## config.mk

```make
export PLATFORM = sky130hd
export DESIGN_NAME = osdrle_ctrl
export DESIGN_NICKNAME = d
export VERILOG_FILES = /design/src/sv/osdrle_pkg.sv /design/src/sv/osdrle_ctrl.sv
export SDC_FILE = /design/constraint.sdc
export NUM_CORES = 1
export LEC_CHECK = 0
export BUFFER_PORTS_ARGS = -buffer_cell sky130_fd_sc_hd__buf_2
export CORE_AREA = 2 2 39 41
export DETAILED_ROUTE_END_ITERATION = 12
export DIE_AREA = 0 0 41 43
export HOLD_SLACK_MARGIN = 0.03
export PLACE_DENSITY = 0.48
export RECOVER_POWER = 100
export SYNTH_ARGS = -nofsm -noshare
export SYNTH_HDL_FRONTEND = slang
export SYNTH_SLANG_ARGS = --single-unit
```

## constraint.sdc

```tcl
create_clock -name clk -period 1.53 [get_ports clk]
set_input_delay 0.153 -clock clk [delete_from_list [all_inputs] [get_ports clk]]
set_output_delay 0.153 -clock clk [all_outputs]
set_load 0.005 [all_outputs]
```

## src/sv/osdrle_pkg.sv

```systemverilog
`timescale 1ns / 1ps
// ----------------------------------------------------------------------------
// OSD run-length decoder package
// Shared types, operation codes and defaults for the OSD screen update block.
// ----------------------------------------------------------------------------
package osdrle_pkg;

	localparam int ROWS_DEF = 32;
	localparam int COLS_DEF = 64;

	// Escape byte that opens a counted run, and the byte that flips the bank.
	localparam logic [7:0] BYTE_ESC  = 8'h00;
	localparam logic [7:0] BYTE_BANK = 8'hFF;

	typedef enum logic [1:0] {
		FUNC_PACKET = 2'd0,
		FUNC_READ   = 2'd1,
		FUNC_CLEAR  = 2'd2,
		FUNC_WRITE  = 2'd3
	} func_t;

	typedef enum logic [1:0] {
		PH_PLAIN  = 2'd0,
		PH_COUNT  = 2'd1,
		PH_RUN    = 2'd2,
		PH_SINGLE = 2'd3
	} phase_t;

	typedef enum logic [2:0] {
		ST_IDLE,
		ST_RUN,
		ST_READ,
		ST_WRITE,
		ST_CLEAR
	} state_t;

	typedef struct packed {
		logic accept;
		logic run_step;
		logic rd_push;
		logic rmw_write;
		logic sweep;
	} dp_cmd_t;

	typedef struct packed {
		logic q_space;
		logic go_run;
		logic go_read;
		logic go_write;
		logic go_clear;
		logic run_last;
		logic sweep_last;
	} dp_sts_t;

	typedef struct packed {
		logic [8:0] char_code;
		logic       stopped;
	} res_t;

endpackage

```

## src/sv/osdrle_ctrl.sv

```systemverilog
`timescale 1ns / 1ps
// ----------------------------------------------------------------------------
// OSD run-length decoder controller
// Sequences runs, cell reads, read-modify-write and screen clearing.
// ----------------------------------------------------------------------------
module osdrle_ctrl (
	input  logic                clk,
	input  logic                arst_n,
	input  logic                in_valid,
	output logic                in_ready,
	input  osdrle_pkg::dp_sts_t sts,
	output osdrle_pkg::dp_cmd_t cmd
);
	import osdrle_pkg::*;

	state_t state_q;
	state_t state_n;

	// The screen memory is swept clean after reset before any beat is taken.
	always_ff @(posedge clk or negedge arst_n) begin
		if (!arst_n) begin
			state_q <= ST_CLEAR;
		end else begin
			state_q <= state_n;
		end
	end

	always_comb begin
		state_n = state_q;
		unique case (state_q)
			ST_IDLE: begin
				if (cmd.accept) begin
					if (sts.go_run) begin
						state_n = ST_RUN;
					end else if (sts.go_read) begin
						state_n = ST_READ;
					end else if (sts.go_write) begin
						state_n = ST_WRITE;
					end else if (sts.go_clear) begin
						state_n = ST_CLEAR;
					end
				end
			end
			ST_RUN: begin
				if (sts.run_last) begin
					state_n = ST_IDLE;
				end
			end
			ST_READ:  state_n = ST_IDLE;
			ST_WRITE: state_n = ST_IDLE;
			ST_CLEAR: begin
				if (sts.sweep_last) begin
					state_n = ST_IDLE;
				end
			end
			default: state_n = ST_IDLE;
		endcase
	end

	always_comb begin
		in_ready      = 1'b0;
		cmd           = '0;
		unique case (state_q)
			ST_IDLE: begin
				in_ready   = sts.q_space;
				cmd.accept = in_valid && sts.q_space;
			end
			ST_RUN:   cmd.run_step  = 1'b1;
			ST_READ:  cmd.rd_push   = 1'b1;
			ST_WRITE: cmd.rmw_write = 1'b1;
			ST_CLEAR: cmd.sweep     = 1'b1;
			default: ;
		endcase
	end

`ifndef SYNTHESIS
	a_clear_enters: assert property (@(posedge clk) disable iff (!arst_n)
		(cmd.accept && sts.go_clear) |=> (state_q == ST_CLEAR))
		else $error("clear beat did not start the sweep");

	a_run_ends: assert property (@(posedge clk) disable iff (!arst_n)
		(state_q == ST_RUN && sts.run_last) |=> (state_q == ST_IDLE))
		else $error("run did not finish after its last cell");
`endif

endmodule

```

# Yosys cells after proc, flatten, opt, wreduce, memory -nomap -nowiden
# Cells that the tools add are included.
[totals] input_bits=10 word_cells=26 out_inout_bits=6 register_bits=3
[op_classes] mux=14 reduce_logical=3 n_eq_ne=8
[op_table] cell="3-bit 2-to-1 mux" count=7
[op_table] cell="3-bit case mux with 3 select lines" count=1
[op_table] cell="3-bit by 2-bit equality test with 1-bit output, second input constant" count=2
[op_table] cell="1-bit 2-to-1 mux" count=6
[op_table] cell="2-bit != test, second input constant" count=3
[op_table] cell="5-bit != test, second input constant" count=1
[op_table] cell="4-bit AND reduction" count=1
[op_table] cell="3-bit by 1-bit equality test with 1-bit output, second input constant" count=1
[op_table] cell="3-bit equality test, second input constant" count=1
[op_table] cell="3-bit logical NOT" count=1
[op_table] cell="1-bit logical AND" count=1

# Longest topological paths before layout
[depth] depth_word=6 ltp_mapped=3 depth_no_buf=3

# Worst setup path after synthesis
# Ideal clock, no wire load.
[synth_timing] path_type="register to output" startpoint="reg state_q[1]" endpoint="out cmd[4] (netlist name)" n_path_buf=0 required_ps=1377 setup_slack_ps=424 stages_incl_launch_ff=3 arrival_time_ps=953 path_cell_list="dfrtp_1 > nor4b_4 > and2_2"
[synth_lines] element="start, declared" line_no="osdrle_ctrl.sv:16" rtl="state_t state_q;"
[synth_lines] element="start signal, assigned" line_no="osdrle_ctrl.sv:24" rtl="state_q <= state_n;"
[synth_lines] element="end, declared" line_no="osdrle_ctrl.sv:12" rtl="output osdrle_pkg::dp_cmd_t cmd"

==> flow_metrics.py <==
metrics = {
    "global_routing": {
        "antenna_found_initial": 0,
        "grt_max_degree": 7,
        "overflow": 0,
        "grt_pass1_wl_um": 752,
        "grt_pass1_vias": 206,
        "grt_use_total_pct": 6.84,
    },
    "critical_path": {
        "worst-setup-path-type": "flop to primary output",
        "crit_path_start_kind": "flop",
        "cp_max_fo": 5,
        "cp-end-kind": "primary output",
        "required_ns": 1.38,
        "crit_arrival_ns": 1.27,
    },
    "yosys": {
        "synth_nets": 30,
        "yosysTopAreaCell": "dfrtp_1",
        "ys_types": 15,
        "synth_compound_area_share_pct": 15.0,
        "ys_ff_latch": 3,
        "synth.area.mux_share_pct": 0,
        "synthSimpleGateAreaFrac_pct": 44.9,
        "synth-adder-area-share_pct": 0,
        "synth.most_common_cell": "nor3b_1",
        "yosys.area.top_type_share_pct": 24.0,
        "netlist_top_cells_area": "dfrtp_1 (24%), dfstp_2 (13%), nor4b_4 (11%)",
        "syn_area_per_cell_sq_um": 10.4,
        "ys_seq_area_share_pct": 36.5,
        "synth_flop_cell": "dfrtp_1",
        "syn_area_sq_um": 209,
        "synth_edf_count": 0,
        "yosys_warnings": 0,
        "synthArstFlopShare_pct": 100,
        "synthXorXnorAreaFrac_pct": 0,
        "synth_commonest_cells": "nor3b_1 (3), dfrtp_1 (2), inv_1 (2), nor2_1 (2)",
        "synth_top_family_by_area": "simple AND/OR/NAND/NOR gates",
        "syn_inst": 20,
    },
    "floorplanning": {
        "fp.dieH_um": 43,
        "core_sq_mm": 0.00138,
        "pin_count": 16,
        "std_cell_rows": 14,
        "start_util_pct": 15.1,
        "die_area_sq_mm": 0.00176,
        "die_x_um": 41,
    },
    "run_status": {
        "outcome": "completed",
    },
    "sta": {
        "finalCritPeriodShare_pct": 92.9,
        "relSlewSlack_pct": 83.0,
        "tns_ns": 0,
        "holdWs_ns": 0.132,
        "slew_violations": 0,
        "fin_worst_skew_ns": 0.00119,
        "rsz0062_at_grt": "no",
        "setup_viol": 0,
        "fmax_mhz": 704,
        "setup_slack_ns": 0.109,
        "period_minus_slack_ns": 1.42,
        "hold_violations": 0,
        "tightest_slew_ns": 0.253,
    },
    "placement": {
        "place_ws_ns": 0.283,
        "gp_congestion": 0.629,
        "dpl.hpwl_um": 453,
        "io_buffers": 15,
        "placed_area_sq_um": 304,
    },
    "clock_network": {
        "path_clk_slew_ns": 0.03,
        "ctsLongestPathBuffers": 2,
        "clk_latency_ns": 0.23,
        "cts_setup_buffers": 0,
        "clock-sinks": 3,
        "cts-htree-levels": 1,
        "cts_tree": "done",
        "cts_buffers": 3,
        "clockRootBuffer": "clkbuf_4",
    },
    "route": {
        "antenna_left": 0,
        "vias": 230,
        "wl_um": 532,
        "viasPerCell": 4.11,
        "first_iter_violations": 0,
        "drc_errors": 0,
        "wl_per_cell_um": 9.50,
        "drtPass1Iterations": 1,
    },
    "job": {
        "cap_violations": 0,
    },
    "cells_and_area": {
        "design_area_sq_um": 334,
        "n_antenna_cell": 0,
        "drive_above_1_share_pct": 45.0,
        "largestRegisters": "state_q (3)",
        "largest_register": "state_q",
        "finalNetCount": 51,
        "area_growth_pct": 59.9,
        "largest_reg_flops": 3,
    },
    "power": {
        "ir_worst_vdd_mv": 0.322,
        "p_total_uw": 279,
        "p_per_area_mw_per_mm2": 836,
        "leakage_uw": 0.000156,
    },
    "hold_path": {
        "hp-class": "input pin to flop",
    },
}
layout make-up:
cell class                 count  area [sq um]
multi-input combinational     15           124
clock buffer                   4          26.3
timing repair buffer          16          80.1
tap                           16          20.0
sequential                     3          76.3
inverter                       2          7.51
fill                         156          1050
through the flow:
step	utilization, %	std cells
after CTS	24.6	56
after global routing	24.1	56
final	24.1	56
after floorplan	-	20
after detailed placement	22.0	51
after global placement	22.0	51
critical path: stages, from the launching register on:
cell     delay (ns)
dfrtp_1        0.44
nor4b_4        0.32
and2_2         0.18
buf_2          0.10
routing by layer:
metal | share of wire [%] | track usage, % | vias to the layer above
met1 | 47 | 7.77 | 99
met4 | 3.6 | 8.00 | 0
li1 | - | - | 111
met5 | 0 | 0 | -
met3 | 16 | 1.57 | 2
met2 | 34 | 9.06 | 18
report_power, final:
part | leakage, uW | internal, uW | switching [uW]
logic | 0.000104 | 29.4 | 21.6
clock network | 0.0000150 | 97.5 | 37.9
registers | 0.0000374 | 84.3 | 8.43
placed cells by master, fill, tap and decap left out, types with 2 or more instances in the layout:
cell type	Yosys	routed
buf_2	0	11
clkbuf_1	0	5
clkbuf_4	0	3
dfrtp_1	2	2
inv_1	2	2
nor2_1	2	2
nor3b_1	3	2
worst paths after layout:
path	slack (ns)	to	from	cells after the start
hold / removal	0.13	state_q[2]	sts[2]	3
setup / recovery	0.11	cmd[4]	state_q[0]	3
min in group asynchronous	0.26	state_q[0]	arst_n	2
setup reg to reg	0.40	state_q[2]	state_q[0]	3
hold reg to reg	0.60	state_q[0]	state_q[1]	1
max in group asynchronous	1.04	state_q[2]	arst_n	2
logic make-up after synthesis:
kind of cell / count (synthesis)
compound gates: 3
buf+inv: 2
flops: 3
simple gates: 12
timing repair:
| action | in CTS | in global routing |
|---|---|---|
| setup endpoints to repair | 0 | 2 |
| gates resized for setup | 0 | 1 |
| hold endpoints to repair | 3 | 0 |
| hold buffers | 1 | 0 |
No activity file was read; power rests on OpenSTA's default activity.
